## src/rtl/rga_pkg.sv

```systemverilog
// ----------------------------------------------------------------------------
// rga_pkg
// Shared widths, constants and controller/datapath command types for the
// random grant arbiter.
// ----------------------------------------------------------------------------
package rga_pkg;

   // payload field widths
   localparam int REQ_W  = 16;
   localparam int IDX_W  = 4;
   localparam int SEED_W = 48;

   // request action codes
   localparam logic ACT_ARBITRATE = 1'b0;
   localparam logic ACT_RESEED    = 1'b1;

   // 48-bit linear congruential generator
   localparam int                MUL_CHUNK_W = 12;
   localparam int                MUL_CHUNKS  = 3;
   localparam logic [MUL_CHUNKS*MUL_CHUNK_W-1:0] LCG_MUL = 36'h5_DEEC_E66D;
   localparam logic [SEED_W-1:0] LCG_ADD     = 48'hB;
   localparam logic [SEED_W-1:0] SEED_RESET  = {16'h7223, 16'hAB34, 16'hDE76};

   // random value is bits 47..17 of the new generator state
   localparam int RAND_LSB   = 17;
   localparam int RAND_W     = SEED_W - RAND_LSB;
   // dividend padded to a whole number of two-bit steps
   localparam int DIV_RADIX_BITS = 2;
   localparam int DIVIDEND_W     = 32;
   localparam int DIV_STEPS      = DIVIDEND_W / DIV_RADIX_BITS;
   // request count 1..16 and remainder 0..15
   localparam int CNT_W = 5;
   localparam int REM_W = 4;

   // controller to datapath commands
   typedef struct packed {
      logic       capture;
      logic       decide;
      logic       reseed;
      logic       mul_step;
      logic [1:0] mul_sel;
      logic       commit;
      logic       div_step;
      logic       scan_step;
      logic       emit;
   } dp_cmd_type;

   // datapath to controller status
   typedef struct packed {
      logic is_reseed;
      logic arb_needed;
      logic found;
      logic out_free;
   } dp_status_type;

endpackage

```

## src/rtl/rga_req_if.sv

```systemverilog
// ----------------------------------------------------------------------------
// rga_req_if
// Request channel: one output's request vector or a reseed action.
// ----------------------------------------------------------------------------
interface rga_req_if;
   logic                        valid;
   logic                        ready;
   logic                        action;
   logic [rga_pkg::IDX_W-1:0]   output_index;
   logic [rga_pkg::REQ_W-1:0]   request_mask;

   modport source (output valid, output action, output output_index,
                   output request_mask, input ready);
   modport sink   (input valid, input action, input output_index,
                   input request_mask, output ready);
endinterface

```

## src/rtl/rga_rsp_if.sv

```systemverilog
// ----------------------------------------------------------------------------
// rga_rsp_if
// Response channel: the grant decision for one request.
// ----------------------------------------------------------------------------
interface rga_rsp_if;
   logic                        valid;
   logic                        ready;
   logic [rga_pkg::IDX_W-1:0]   granted_output;
   logic                        grant_valid;
   logic [rga_pkg::IDX_W-1:0]   grant_input;

   modport source (output valid, output granted_output, output grant_valid,
                   output grant_input, input ready);
   modport sink   (input valid, input granted_output, input grant_valid,
                   input grant_input, output ready);
endinterface

```

## src/rtl/random_grant_arbiter.sv

```systemverilog
// ----------------------------------------------------------------------------
// random_grant_arbiter
// Uniform random input selection for one crossbar output per request, driven
// by a 48-bit linear congruential generator with a reloadable seed.
// ----------------------------------------------------------------------------
// Each request carries one output's request vector; the block answers with
// exactly one response. With at least one valid request bit and an output
// index in range the generator advances once and the k-th set bit is
// granted, k being bits 47..17 of the new generator value modulo the
// request count. After acceptance a request steps through the 48x12 partial
// products of the generator multiply, a commit, the remainder at two bits a
// cycle and a bit-serial scan of the request bits up to the granted one
// before its response is loaded. Reseeds and requests with nothing to grant
// skip the multiply, remainder and scan. The response sits in an output
// register, so a new request is accepted while the previous response waits
// to be taken. The seed register may be written at any time; it only
// reaches the generator through a reseed request.
module random_grant_arbiter #(
   parameter int NUM_INPUTS  = 16,
   parameter int NUM_OUTPUTS = 16
) (
   input  logic                       clock,
   input  logic                       reset,
   rga_req_if.sink                    req_chan,
   rga_rsp_if.source                  rsp_chan,
   input  logic                       csr_wr_en,
   input  logic [rga_pkg::SEED_W-1:0] csr_wr_data
);

   rga_pkg::dp_cmd_type    dp_cmd;
   rga_pkg::dp_status_type dp_status;

   // sequencer
   rga_ctrl u_ctrl (
      .clock     (clock),
      .reset     (reset),
      .req_valid (req_chan.valid),
      .req_ready (req_chan.ready),
      .status    (dp_status),
      .cmd       (dp_cmd)
   );

   // datapath
   rga_dp #(
      .NUM_INPUTS  (NUM_INPUTS),
      .NUM_OUTPUTS (NUM_OUTPUTS)
   ) u_dp (
      .clock              (clock),
      .reset              (reset),
      .cmd                (dp_cmd),
      .status             (dp_status),
      .req_action         (req_chan.action),
      .req_output_index   (req_chan.output_index),
      .req_request_mask   (req_chan.request_mask),
      .csr_wr_en          (csr_wr_en),
      .csr_wr_data        (csr_wr_data),
      .rsp_ready          (rsp_chan.ready),
      .rsp_valid          (rsp_chan.valid),
      .rsp_granted_output (rsp_chan.granted_output),
      .rsp_grant_valid    (rsp_chan.grant_valid),
      .rsp_grant_input    (rsp_chan.grant_input)
   );

endmodule

```

## src/rtl/rga_ctrl.sv

```systemverilog
// ----------------------------------------------------------------------------
// rga_ctrl
// Sequencer for the arbiter: accepts a request, for an arbitration steps the generator multiply,
// the remainder and the request scan, then hands the result to the output.
// ----------------------------------------------------------------------------
module rga_ctrl (
   input  logic                   clock,
   input  logic                   reset,
   input  logic                   req_valid,
   output logic                   req_ready,
   input  rga_pkg::dp_status_type status,
   output rga_pkg::dp_cmd_type    cmd
);

   localparam logic [2:0] ST_IDLE   = 3'd0;
   localparam logic [2:0] ST_DECIDE = 3'd1;
   localparam logic [2:0] ST_MUL    = 3'd2;
   localparam logic [2:0] ST_COMMIT = 3'd3;
   localparam logic [2:0] ST_DIV    = 3'd4;
   localparam logic [2:0] ST_SCAN   = 3'd5;
   localparam logic [2:0] ST_EMIT   = 3'd6;

   localparam int STEP_W = $clog2(rga_pkg::DIV_STEPS);
   localparam logic [STEP_W-1:0] MUL_LAST = STEP_W'(rga_pkg::MUL_CHUNKS - 1);
   localparam logic [STEP_W-1:0] DIV_LAST = STEP_W'(rga_pkg::DIV_STEPS - 1);

   logic [2:0]        state_ff, state_in;
   logic [STEP_W-1:0] step_ff, step_in;

   // next state and commands
   always_comb begin
      state_in  = state_ff;
      step_in   = step_ff;
      req_ready = 1'b0;
      cmd       = '0;
      cmd.mul_sel = step_ff[1:0];
      case (state_ff)
         ST_IDLE: begin
            req_ready = 1'b1;
            if (req_valid) begin
               cmd.capture = 1'b1;
               state_in    = ST_DECIDE;
            end
         end
         ST_DECIDE: begin
            cmd.decide = 1'b1;
            step_in    = '0;
            if (status.is_reseed) begin
               cmd.reseed = 1'b1;
               state_in   = ST_EMIT;
            end else if (status.arb_needed) begin
               state_in = ST_MUL;
            end else begin
               state_in = ST_EMIT;
            end
         end
         ST_MUL: begin
            cmd.mul_step = 1'b1;
            if (step_ff == MUL_LAST) begin
               state_in = ST_COMMIT;
            end else begin
               step_in = step_ff + 1'b1;
            end
         end
         ST_COMMIT: begin
            cmd.commit = 1'b1;
            step_in    = '0;
            state_in   = ST_DIV;
         end
         ST_DIV: begin
            cmd.div_step = 1'b1;
            if (step_ff == DIV_LAST) begin
               state_in = ST_SCAN;
            end else begin
               step_in = step_ff + 1'b1;
            end
         end
         ST_SCAN: begin
            cmd.scan_step = 1'b1;
            if (status.found) begin
               state_in = ST_EMIT;
            end
         end
         ST_EMIT: begin
            if (status.out_free) begin
               cmd.emit = 1'b1;
               state_in = ST_IDLE;
            end
         end
         default: begin
            state_in = ST_IDLE;
         end
      endcase
   end

   // state registers
   always_ff @(posedge clock) begin
      if (reset) begin
         state_ff <= ST_IDLE;
         step_ff  <= '0;
      end else begin
         state_ff <= state_in;
         step_ff  <= step_in;
      end
   end

endmodule

```

## src/rtl/rga_dp.sv

```systemverilog
// ----------------------------------------------------------------------------
// rga_dp
// Arbiter datapath: seed and generator registers, chunked LCG multiply,
// two-bit-per-step remainder, bit-serial request scan and output register.
// ----------------------------------------------------------------------------
module rga_dp #(
   parameter int NUM_INPUTS  = 16,
   parameter int NUM_OUTPUTS = 16
) (
   input  logic                          clock,
   input  logic                          reset,
   input  rga_pkg::dp_cmd_type           cmd,
   output rga_pkg::dp_status_type        status,
   input  logic                          req_action,
   input  logic [rga_pkg::IDX_W-1:0]     req_output_index,
   input  logic [rga_pkg::REQ_W-1:0]     req_request_mask,
   input  logic                          csr_wr_en,
   input  logic [rga_pkg::SEED_W-1:0]    csr_wr_data,
   input  logic                          rsp_ready,
   output logic                          rsp_valid,
   output logic [rga_pkg::IDX_W-1:0]     rsp_granted_output,
   output logic                          rsp_grant_valid,
   output logic [rga_pkg::IDX_W-1:0]     rsp_grant_input
);

   localparam int REQ_W  = rga_pkg::REQ_W;
   localparam int IDX_W  = rga_pkg::IDX_W;
   localparam int SEED_W = rga_pkg::SEED_W;
   localparam int CW     = rga_pkg::MUL_CHUNK_W;
   localparam int CNT_W  = rga_pkg::CNT_W;
   localparam int REM_W  = rga_pkg::REM_W;
   localparam int DVD_W  = rga_pkg::DIVIDEND_W;

   // request lines that exist in this configuration
   localparam logic [REQ_W-1:0] REQ_ENABLE = (NUM_INPUTS >= REQ_W) ? {REQ_W{1'b1}} :
                                              REQ_W'((64'd1 << NUM_INPUTS) - 64'd1);

   // generator and seed
   logic [SEED_W-1:0] seed_ff, seed_in;
   logic [SEED_W-1:0] gen_ff, gen_in;
   logic [SEED_W-1:0] acc_ff, acc_in;
   // captured request
   logic              act_ff;
   logic [IDX_W-1:0]  idx_ff;
   logic [REQ_W-1:0]  mask_ff, mask_in;
   logic [IDX_W-1:0]  pos_ff, pos_in;
   logic [CNT_W-1:0]  cnt_ff, cnt_in;
   // remainder and grant
   logic [DVD_W-1:0]  dvd_ff, dvd_in;
   logic [REM_W-1:0]  rem_ff, rem_in;
   logic [IDX_W-1:0]  grant_ff, grant_in;
   logic              gv_ff, gv_in;
   // output register
   logic              rsp_valid_ff, rsp_valid_in;
   logic [IDX_W-1:0]  out_idx_ff;
   logic              out_gv_ff;
   logic [IDX_W-1:0]  out_grant_ff;

   logic [CW-1:0]        mul_chunk;
   logic [SEED_W+CW-1:0] mul_prod;
   logic [SEED_W-1:0]    mul_term;
   logic [CNT_W-1:0]     pop_cnt;
   logic                 out_ok;
   logic [REM_W:0]       div_t;
   logic [DVD_W-1:0]     div_d;

   // one 48x12 partial product per step
   assign mul_chunk = rga_pkg::LCG_MUL[32'(cmd.mul_sel) * CW +: CW];
   assign mul_prod  = gen_ff * mul_chunk;
   assign mul_term  = SEED_W'(mul_prod) << (32'(cmd.mul_sel) * CW);

   // request count
   always_comb begin
      pop_cnt = '0;
      for (int i = 0; i < REQ_W; i++) begin
         pop_cnt = pop_cnt + CNT_W'(mask_ff[i]);
      end
   end

   assign out_ok = (32'(idx_ff) < 32'(NUM_OUTPUTS));

   // two restoring remainder steps
   always_comb begin
      div_t = {1'b0, rem_ff};
      div_d = dvd_ff;
      for (int i = 0; i < rga_pkg::DIV_RADIX_BITS; i++) begin
         div_t = {div_t[REM_W-1:0], div_d[DVD_W-1]};
         div_d = {div_d[DVD_W-2:0], 1'b0};
         if (div_t >= cnt_ff) begin
            div_t = div_t - cnt_ff;
         end
      end
   end

   // status to controller
   always_comb begin
      status.is_reseed  = (act_ff == rga_pkg::ACT_RESEED);
      status.arb_needed = out_ok && (mask_ff != '0);
      status.found      = mask_ff[0] && (rem_ff == '0);
      status.out_free   = !rsp_valid_ff || rsp_ready;
   end

   // next values
   always_comb begin
      seed_in      = seed_ff;
      gen_in       = gen_ff;
      acc_in       = acc_ff;
      mask_in      = mask_ff;
      pos_in       = pos_ff;
      cnt_in       = cnt_ff;
      dvd_in       = dvd_ff;
      rem_in       = rem_ff;
      grant_in     = grant_ff;
      gv_in        = gv_ff;
      rsp_valid_in = rsp_valid_ff;

      if (csr_wr_en) begin
         seed_in = csr_wr_data;
      end
      if (cmd.capture) begin
         mask_in = req_request_mask & REQ_ENABLE;
         pos_in  = '0;
         acc_in  = rga_pkg::LCG_ADD;
      end
      if (cmd.decide) begin
         cnt_in   = pop_cnt;
         grant_in = '0;
         gv_in    = 1'b0;
      end
      if (cmd.reseed) begin
         gen_in = seed_ff;
      end
      if (cmd.mul_step) begin
         acc_in = acc_ff + mul_term;
      end
      if (cmd.commit) begin
         gen_in = acc_ff;
         dvd_in = DVD_W'(acc_ff[SEED_W-1:rga_pkg::RAND_LSB]);
         rem_in = '0;
      end
      if (cmd.div_step) begin
         dvd_in = div_d;
         rem_in = div_t[REM_W-1:0];
      end
      // walk the request bits, counting the remainder down on each set bit
      if (cmd.scan_step) begin
         if (mask_ff[0]) begin
            if (rem_ff == '0) begin
               grant_in = pos_ff;
               gv_in    = 1'b1;
            end else begin
               rem_in = rem_ff - 1'b1;
            end
         end
         mask_in = mask_ff >> 1;
         pos_in  = pos_ff + 1'b1;
      end
      // output register handshake
      if (cmd.emit) begin
         rsp_valid_in = 1'b1;
      end else if (rsp_ready) begin
         rsp_valid_in = 1'b0;
      end
   end

   // control and generator registers
   always_ff @(posedge clock) begin
      if (reset) begin
         seed_ff      <= rga_pkg::SEED_RESET;
         gen_ff       <= rga_pkg::SEED_RESET;
         rsp_valid_ff <= 1'b0;
      end else begin
         seed_ff      <= seed_in;
         gen_ff       <= gen_in;
         rsp_valid_ff <= rsp_valid_in;
      end
   end

   // working registers
   always_ff @(posedge clock) begin
      if (cmd.capture) begin
         act_ff <= req_action;
         idx_ff <= req_output_index;
      end
      acc_ff   <= acc_in;
      mask_ff  <= mask_in;
      pos_ff   <= pos_in;
      cnt_ff   <= cnt_in;
      dvd_ff   <= dvd_in;
      rem_ff   <= rem_in;
      grant_ff <= grant_in;
      gv_ff    <= gv_in;
   end

   // result payload
   always_ff @(posedge clock) begin
      if (cmd.emit) begin
         out_idx_ff   <= idx_ff;
         out_gv_ff    <= gv_ff;
         out_grant_ff <= gv_ff ? grant_ff : '0;
      end
   end

   assign rsp_valid          = rsp_valid_ff;
   assign rsp_granted_output = out_idx_ff;
   assign rsp_grant_valid    = out_gv_ff;
   assign rsp_grant_input    = out_grant_ff;

endmodule
```

## src/flat_wrapper.sv

```systemverilog
// flat-port wrapper written by rule: the top's interface ports become plain ports
module random_grant_arbiter_flat 
#(
   parameter int NUM_INPUTS  = 16,
   parameter int NUM_OUTPUTS = 16
)
  (clock, reset, csr_wr_en, csr_wr_data, req_chan_valid, req_chan_action, req_chan_output_index, req_chan_request_mask, req_chan_ready, rsp_chan_valid, rsp_chan_granted_output, rsp_chan_grant_valid, rsp_chan_grant_input, rsp_chan_ready);
  rga_req_if req_chan_i ();
  rga_rsp_if rsp_chan_i ();
  input  logic clock;
  input  logic reset;
  input  logic csr_wr_en;
  input  logic [rga_pkg::SEED_W-1:0] csr_wr_data;
  input wire logic [$bits(req_chan_i.valid)-1:0] req_chan_valid;
  input wire logic [$bits(req_chan_i.action)-1:0] req_chan_action;
  input wire logic [$bits(req_chan_i.output_index)-1:0] req_chan_output_index;
  input wire logic [$bits(req_chan_i.request_mask)-1:0] req_chan_request_mask;
  output wire logic [$bits(req_chan_i.ready)-1:0] req_chan_ready;
  output wire logic [$bits(rsp_chan_i.valid)-1:0] rsp_chan_valid;
  output wire logic [$bits(rsp_chan_i.granted_output)-1:0] rsp_chan_granted_output;
  output wire logic [$bits(rsp_chan_i.grant_valid)-1:0] rsp_chan_grant_valid;
  output wire logic [$bits(rsp_chan_i.grant_input)-1:0] rsp_chan_grant_input;
  input wire logic [$bits(rsp_chan_i.ready)-1:0] rsp_chan_ready;
  assign req_chan_i.valid = req_chan_valid;
  assign req_chan_i.action = req_chan_action;
  assign req_chan_i.output_index = req_chan_output_index;
  assign req_chan_i.request_mask = req_chan_request_mask;
  assign req_chan_ready = req_chan_i.ready;
  assign rsp_chan_valid = rsp_chan_i.valid;
  assign rsp_chan_granted_output = rsp_chan_i.granted_output;
  assign rsp_chan_grant_valid = rsp_chan_i.grant_valid;
  assign rsp_chan_grant_input = rsp_chan_i.grant_input;
  assign rsp_chan_i.ready = rsp_chan_ready;
  random_grant_arbiter #(.NUM_INPUTS(NUM_INPUTS), .NUM_OUTPUTS(NUM_OUTPUTS)) u_core (.clock(clock), .reset(reset), .req_chan(req_chan_i), .rsp_chan(rsp_chan_i), .csr_wr_en(csr_wr_en), .csr_wr_data(csr_wr_data));
endmodule
```

## config.mk

```make
export PLATFORM = sky130hd
export DESIGN_NAME = random_grant_arbiter_flat
export DESIGN_NICKNAME = d
export VERILOG_FILES = /design/src/rtl/rga_pkg.sv /design/src/rtl/rga_req_if.sv /design/src/rtl/rga_rsp_if.sv /design/src/rtl/random_grant_arbiter.sv /design/src/rtl/rga_ctrl.sv /design/src/rtl/rga_dp.sv /design/src/flat_wrapper.sv
export SDC_FILE = /design/constraint.sdc
export NUM_CORES = 2
export LEC_CHECK = 0
export BUFFER_PORTS_ARGS = -buffer_cell sky130_fd_sc_hd__clkbuf_2
export CAP_MARGIN = 20
export CORE_MARGIN = 2
export CORE_UTILIZATION = 25
export CTS_BUF_LIST = sky130_fd_sc_hd__clkbuf_4
export CTS_CLUSTER_DIAMETER = 40
export DETAILED_ROUTE_END_ITERATION = 6
export PLACE_DENSITY = 0.47
export SYNTH_ARGS = -nofsm -noshare
export SYNTH_HDL_FRONTEND = slang
export SYNTH_HIERARCHICAL = 1
export SYNTH_SLANG_ARGS = --single-unit
export TNS_END_PERCENT = 30
```

## constraint.sdc

```tcl
create_clock -name clock -period 25.4 [get_ports clock]
set_clock_uncertainty 0.1 [all_clocks]
set_input_delay 2.54 -clock clock [delete_from_list [all_inputs] [get_ports clock]]
set_output_delay 2.54 -clock clock [all_outputs]
set_load 0.05 [all_outputs]
```

# Word level (Yosys, flattened, before mapping)
# Index checks and enable logic that the tools add are counted.
[totals]
ff_bits = 232
output_inout_bits = 11
[classes]
addsub = 21
multipliers = 2
magnitude_cmp = 2
n_eq_ne = 15
n_shift = 2
mux = 49
reduce_logical = 15
[op_table]
columns = ["op", "count"]
rows = [
  ["$mux 48", 4],
  ["$mux 32", 2],
  ["$mux 4", 15],
  ["$add 5x1->5", 11],
  ["$add 48x48->48", 1],
  ["$mul 48x12->48", 1],
  ["$shl 48x6->48", 1],
  ["$shiftx 36x7->12 const A", 1],
  ["$mux 15", 2],
  ["$mux 3", 7],
  ["$pmux 3 s7", 1],
  ["$mux 1", 16],
  ["$reduce_bool 16->1", 1],
  ["$pmux 4 s3", 1],
  ["$ge 5x5->1", 2],
  ["$ne 2x2->1 const B", 5],
  ["$reduce_bool 2->1", 5],
  ["$eq 3x3->1 const B", 3],
  ["$add 4x1->4 const B", 2],
  ["$sub 4x4->4", 2],
  ["$eq 3x2->1 const B", 2],
  ["$add 4x1->5", 1],
  ["$reduce_and 5->1", 1],
  ["$add 3x1->4", 1],
  ["other kinds (17)", 18],
]

# Logic depth before layout (Yosys ltp)
[logic_depth]
depth_word = 15
mapped_depth = 47
ltp_nobuf = 40

# Cells and area by module
# Netlist, hierarchy kept.
[by_module_without_submodules]
columns = ["mod", "instances", "cells_each", "area_per_inst_um2", "seq_area_each_um2"]
rows = [
  ["rga_dp", 1, 3016, 28164.5, 5665.4],
  ["rga_ctrl", 1, 62, 550.5, 140.1],
]

# Least setup slack after synthesis
# Ideal clock, no wire load.
[synth_timing]
path_kind = "reg-to-reg"
from = "register u_core.u_ctrl.step_ff[0]"
to = "register u_core.u_dp.acc_ff[47], data pin"
setup_ns = 0.259
arrival_time_ns = 9.827
t_required_ns = 25.041
slack_ns = 15.215
path_stages_with_launch = 46
path_buffers = 10
period_less_slack_ns = 10.185
cell_sequence = "dfxtp_1 > buf_4 > inv_2 > buf_1 > clkbuf_1 > ha_1 > clkbuf_1 > clkbuf_1 > clkbuf_1 > clkbuf_1 > clkbuf_1 > and2_1 > fa_1 > fa_1 > fa_1 > fa_1 > inv_1 > fa_1 > [10 not listed] > a31oi_1 > xnor2_1 > mux2_2 > a222oi_1 > o22ai_1 > ha_1 > a21o_1 > a21o_1 > a21o_1 > a21o_1 > a21o_1 > a21oi_1 > nor2b_1 > a2111oi_4 > o21bai_1 > a21oi_1 > or3_1 > a21boi_1"
[synth_between]
elab_chain_len = 6
[synth_rtl]
columns = ["item", "line_no", "source"]
rows = [
  ["start, declared", "rga_ctrl.sv:28", "logic [STEP_W-1:0] step_ff, step_in;"],
  ["start signal, assigned", "rga_ctrl.sv:103", "step_ff <= step_in;"],
  ["$mul 2x2->4 (*)", "rga_dp.sv:68, rga_dp.sv:70", ""],
  ["$shiftx 36x7->12", "rga_dp.sv:68", "assign mul_chunk = rga_pkg::LCG_MUL[32'(cmd.mul_sel) * CW +: CW];"],
  ["$mul 48x12->48", "rga_dp.sv:69", "assign mul_prod = gen_ff * mul_chunk;"],
  ["$shl 48x6->48 (*)", "rga_dp.sv:70", "assign mul_term = SEED_W'(mul_prod) << (32'(cmd.mul_sel) * CW);"],
  ["$add 48x48->48 (*)", "rga_dp.sv:134", "acc_in = acc_ff + mul_term;"],
  ["$mux 48 (*)", "rga_dp.sv:133", "if (cmd.mul_step) begin"],
  ["end signal, assigned", "rga_dp.sv:185", "acc_ff <= acc_in;"],
  ["end, declared", "rga_dp.sv:41", "logic [SEED_W-1:0] acc_ff, acc_in;"],
]
# Mark *: on every way between the ends. The rest lies on a longest branch, timed or not.
# A chain may end at the register's enable or synchronous reset.

# Worst setup path in the final report
[layout_timing]
from = "register u_core.u_ctrl.step_ff[1]"
to = "register u_core.u_dp.acc_ff[47], data pin"
# Same word-level chain as after synthesis.

==> results.sh <==
export IMPL_setup_violations=0
export IMPL_synthAdderAreaFrac=0.3440
export IMPL_xor_xnor_cell_area_share_of_the_yosys_netlist=0.03952
export IMPL_slowest_stage="sky130_fd_sc_hd__buf_4"
export IMPL_drt_pre_antenna_iters=5
export IMPL_synth_compound_area_frac=0.1208
export IMPL_number_of_instances_resized_during_post_cts_repair=0
export IMPL_maxClockFrequency_ghz=0.08853
export IMPL_place_detailed_instances=4554
export IMPL_worstPathRequired_ps=25840
export IMPL_netlist_area_um2=28720
export IMPL_layout_worst_path_cycle_share=0.4447
export IMPL_cts_setup_buffers=0
export IMPL_timing_reg2reg_setup_slack_ps=14100
export IMPL_layout_core_utilization=0.2762
export IMPL_grt_ovfl_total=0
export IMPL_async_reset_ff_frac=0
export IMPL_synth_ff_latch_count=232
export IMPL_storage_element_area_um2=5808
export IMPL_max_clock_path_buffers=3
export IMPL_floorplan_io_pins=85
export IMPL_gp_congestion=0.9188
export IMPL_critPathLaunch="u_core/u_ctrl/step_ff[1]"
export IMPL_most_frequent_cell_on_the_critical_path="sky130_fd_sc_hd__fa_1"
export IMPL_chipHeight_um=342.9
export IMPL_worstReg2RegEnd="u_core/u_dp/acc_ff[47]"
export IMPL_final_layout_size_suffix_gt1_frac=0.09896
export IMPL_die_width_um=342.9
export IMPL_netlist_instances=3078
export IMPL_clock_sink_count=232
export IMPL_post_route_worst_hold_slack_ps=320.3
export IMPL_post_route_min_period_ps=11300
export IMPL_worst_slew_margin_rel=0.3047
export IMPL_detail_route_wl_per_cell_um=18.28
export IMPL_route_final_wire_length_mm=85.53
export IMPL_numPortBuffers=84
export IMPL_number_of_hold_violations_in_the_final_report=0
export IMPL_timing_worst_setup_path_type="register to register"
export IMPL_rsz_0062_raised_after_global_routing="false"
export IMPL_timing_critical_path_to="u_core/u_dp/acc_ff[47]"
export IMPL_ys_flop_type="sky130_fd_sc_hd__edfxtp_1"
export IMPL_synth_mux_area_fraction=0.05878
export IMPL_yosysUniqueCellTypes=89
export IMPL_drt_drc_violations_left=0
export IMPL_drt_first_iter_violations=1085
export IMPL_total_nets_after_synthesis=3705
export IMPL_slowest_delay_ps=690
export IMPL_clkTransAtPathRegs_ps=70
export IMPL_status="finished clean"
export IMPL_initial_core_util=0.2515
export IMPL_die_area_um2=117600
export IMPL_grt_pass1_wl_mm=135.1
export IMPL_core_area_um2=114200
export IMPL_min_delay_path_class="register to register"
export IMPL_endpoint_kind="register"
export IMPL_maxCapViolations=0
export IMPL_routed_via_density=4.525
export IMPL_synth_top_area_share=0.2747
export IMPL_final_max_slew_viol_count=0
export IMPL_dp_hpwl_mm=69.16
export IMPL_num_rows=124
export IMPL_grtUsageTotal=0.1484
export IMPL_ant_nets=0
export IMPL_tns_ps=0
export IMPL_num_fill_cells=12534
export IMPL_worst_endpoint_arrival_ps=11730
export IMPL_start_kind="register"
export IMPL_count_of_non_filler_cells_in_the_finished_layout=4680
export IMPL_post_synth_and_or_nand_nor_area_fraction=0.1479
export IMPL_cts_hold_repair_buffers=0
export IMPL_synth_largest_area_cell="sky130_fd_sc_hd__fa_1"
export IMPL_tightestPinTransition_ps=1043
export IMPL_r2r_start="u_core/u_ctrl/step_ff[1]"
export IMPL_synth_top_family_by_area="adder cells"
export IMPL_final_nets=3738
export IMPL_tritoncts="yes"
export IMPL_cts_made_buffers=67
export IMPL_synth_top_cells_by_area="sky130_fd_sc_hd__fa_1 27%, sky130_fd_sc_hd__edfxtp_1 12%, sky130_fd_sc_hd__dfxtp_1 8.1%"
export IMPL_holdCritStartpoint="u_core/u_dp/idx_ff[2]"
export IMPL_clk_latency_ps=840
export IMPL_cell_at_the_root_of_the_clock_tree="sky130_fd_sc_hd__clkbuf_4"
export IMPL_synth_seq_area_share=0.2022
export IMPL_ys_warnings_count=6
export IMPL_htreeDepth=3
export IMPL_initial_antenna_violation_count=5
export IMPL_path_max_fanout=69
export IMPL_r2r_worst_path_cells=35
export IMPL_flow_area_growth_from_synthesis_pct=9.834
export IMPL_multi_input_area_um2=20450
export IMPL_synth_area_per_cell_um2=9.329
export IMPL_via_count=21176
export IMPL_count_of_flip_flops_with_a_built_in_enable_after_synthesis=116
export IMPL_number_of_global_route_vias_before_repair=22614
export IMPL_grt_start_max_net_pins=75
sequential cells by signal, summed over array words and instances, names as in the netlist, 5 cells and up:
name and flops:
u_core/u_dp/dvd_ff 32, u_core/u_dp/cnt_ff 5, u_core/u_dp/acc_ff 48, u_core/u_dp/mask_ff 16
u_core/u_dp/gen_ff 48, u_core/u_dp/seed_ff 48
cell type report:
cell class	count	share of cell area
multi-input cells	2191	0.6484
flip-flops and latches	232	0.1842
inverters	520	0.06189
well taps	1512	0.05998
clock buffers	106	0.02523
repair buffers	99	0.01706
clock inverters	15	0.002896
diodes	5	0.0003967
how the worst min path moves through the flow:
stage / to / cells past startpoint
global placement: u_core/u_dp/rsp_granted_output[3] / 0
detailed placement: u_core/u_dp/rsp_granted_output[2] / 0
CTS: u_core/u_dp/rsp_granted_output[2] / 0
finish: u_core/u_dp/rsp_granted_output[2] / 0
global route: u_core/u_dp/rsp_granted_output[2] / 0
floorplan: u_core/u_dp/rsp_granted_output[0] / 0
worst max-delay path: cells and delay by family, from the launching register on:
| family | cells | cell delay [ps] |
|---|---|---|
| flops | 1 | 310 |
| simple gates | 5 | 850 |
| compound gates | 15 | 3790 |
| fa+ha+maj | 8 | 3800 |
| buf+inv | 6 | 1830 |
| mux | 1 | 290 |
cells in the final DEF, fill, tap and decap left out, types with 25 or more instances in the layout:
cell type                    n
sky130_fd_sc_hd__nand3_1    26
sky130_fd_sc_hd__xnor2_1    75
sky130_fd_sc_hd__clkbuf_4  106
sky130_fd_sc_hd__edfxtp_1  116
sky130_fd_sc_hd__a211o_1    34
sky130_fd_sc_hd__a21oi_1   140
sky130_fd_sc_hd__inv_1     516
sky130_fd_sc_hd__mux2_2     47
sky130_fd_sc_hd__and2_1    187
sky130_fd_sc_hd__a21o_1     85
sky130_fd_sc_hd__o21ai_0    92
sky130_fd_sc_hd__mux2i_1    97
sky130_fd_sc_hd__nor2_1    164
sky130_fd_sc_hd__fa_1      394
sky130_fd_sc_hd__nand2b_1   35
sky130_fd_sc_hd__o21a_1     25
sky130_fd_sc_hd__dfxtp_1   114
sky130_fd_sc_hd__ha_1      156
sky130_fd_sc_hd__clkbuf_2   82
sky130_fd_sc_hd__nor2b_1    93
sky130_fd_sc_hd__xor2_1     52
sky130_fd_sc_hd__nand2_1   242
routing by layer:
layer / wire [um] / vias to the layer above / track usage
met1: 39860 / 10553 / 0.2021
met5: 0 / - / 0
met4: 1516 / 0 / 0.03475
li1: - / 10095 / -
met3: 2795 / 103 / 0.01524
met2: 41360 / 425 / 0.2523
synthesized netlist by cell type, types with 5 or more instances:
master                     number
sky130_fd_sc_hd__a31o_2         5
sky130_fd_sc_hd__clkbuf_1     105
sky130_fd_sc_hd__o21bai_1      11
sky130_fd_sc_hd__a31oi_1       22
sky130_fd_sc_hd__dfxtp_1      116
sky130_fd_sc_hd__nor3b_1        6
sky130_fd_sc_hd__mux4_2         7
sky130_fd_sc_hd__o21a_1        25
sky130_fd_sc_hd__a211oi_1      14
sky130_fd_sc_hd__nor2_1       164
sky130_fd_sc_hd__xor2_1        52
sky130_fd_sc_hd__xnor2_1       75
sky130_fd_sc_hd__nand2_1      242
sky130_fd_sc_hd__fa_1         394
sky130_fd_sc_hd__a21o_1        85
sky130_fd_sc_hd__and4_1         5
sky130_fd_sc_hd__ha_1         159
sky130_fd_sc_hd__nor2b_1       93
sky130_fd_sc_hd__and2_1       188
sky130_fd_sc_hd__nand2b_1      35
sky130_fd_sc_hd__inv_1        516
sky130_fd_sc_hd__o21ai_0       92
sky130_fd_sc_hd__a211o_1       34
sky130_fd_sc_hd__a21oi_1      140
sky130_fd_sc_hd__o211ai_1      11
sky130_fd_sc_hd__mux2i_1       97
sky130_fd_sc_hd__edfxtp_1     116
sky130_fd_sc_hd__nand3_1       26
sky130_fd_sc_hd__nor3_1        16
sky130_fd_sc_hd__nand3b_1       6
sky130_fd_sc_hd__mux2_2        47
sky130_fd_sc_hd__buf_1         20
sky130_fd_sc_hd__o21ai_1       11
sky130_fd_sc_hd__nand4_1       10
sky130_fd_sc_hd__and3_1        15
sky130_fd_sc_hd__o22ai_1        7
sky130_fd_sc_hd__o211a_1        5
sky130_fd_sc_hd__or2_2          7
stage by stage:
step	setup slack, ps	area, um2
floorplan	15210	28720
global placement	14360	30640
detailed placement	14190	30640
CTS	14140	31530
global route	13390	31540
finish	14100	31540
cell families after synthesis:
| logic type | Yosys count |
|---|---|
| compound gates | 521 |
| xor+xnor | 128 |
| fa+ha+maj | 553 |
| buf+inv | 655 |
| flops | 232 |
| mux | 153 |
| simple gates | 836 |
Power is left out: the tool's default activity adds up to more than one toggle a clock period on the data nets, which glitch-free logic cannot reach.
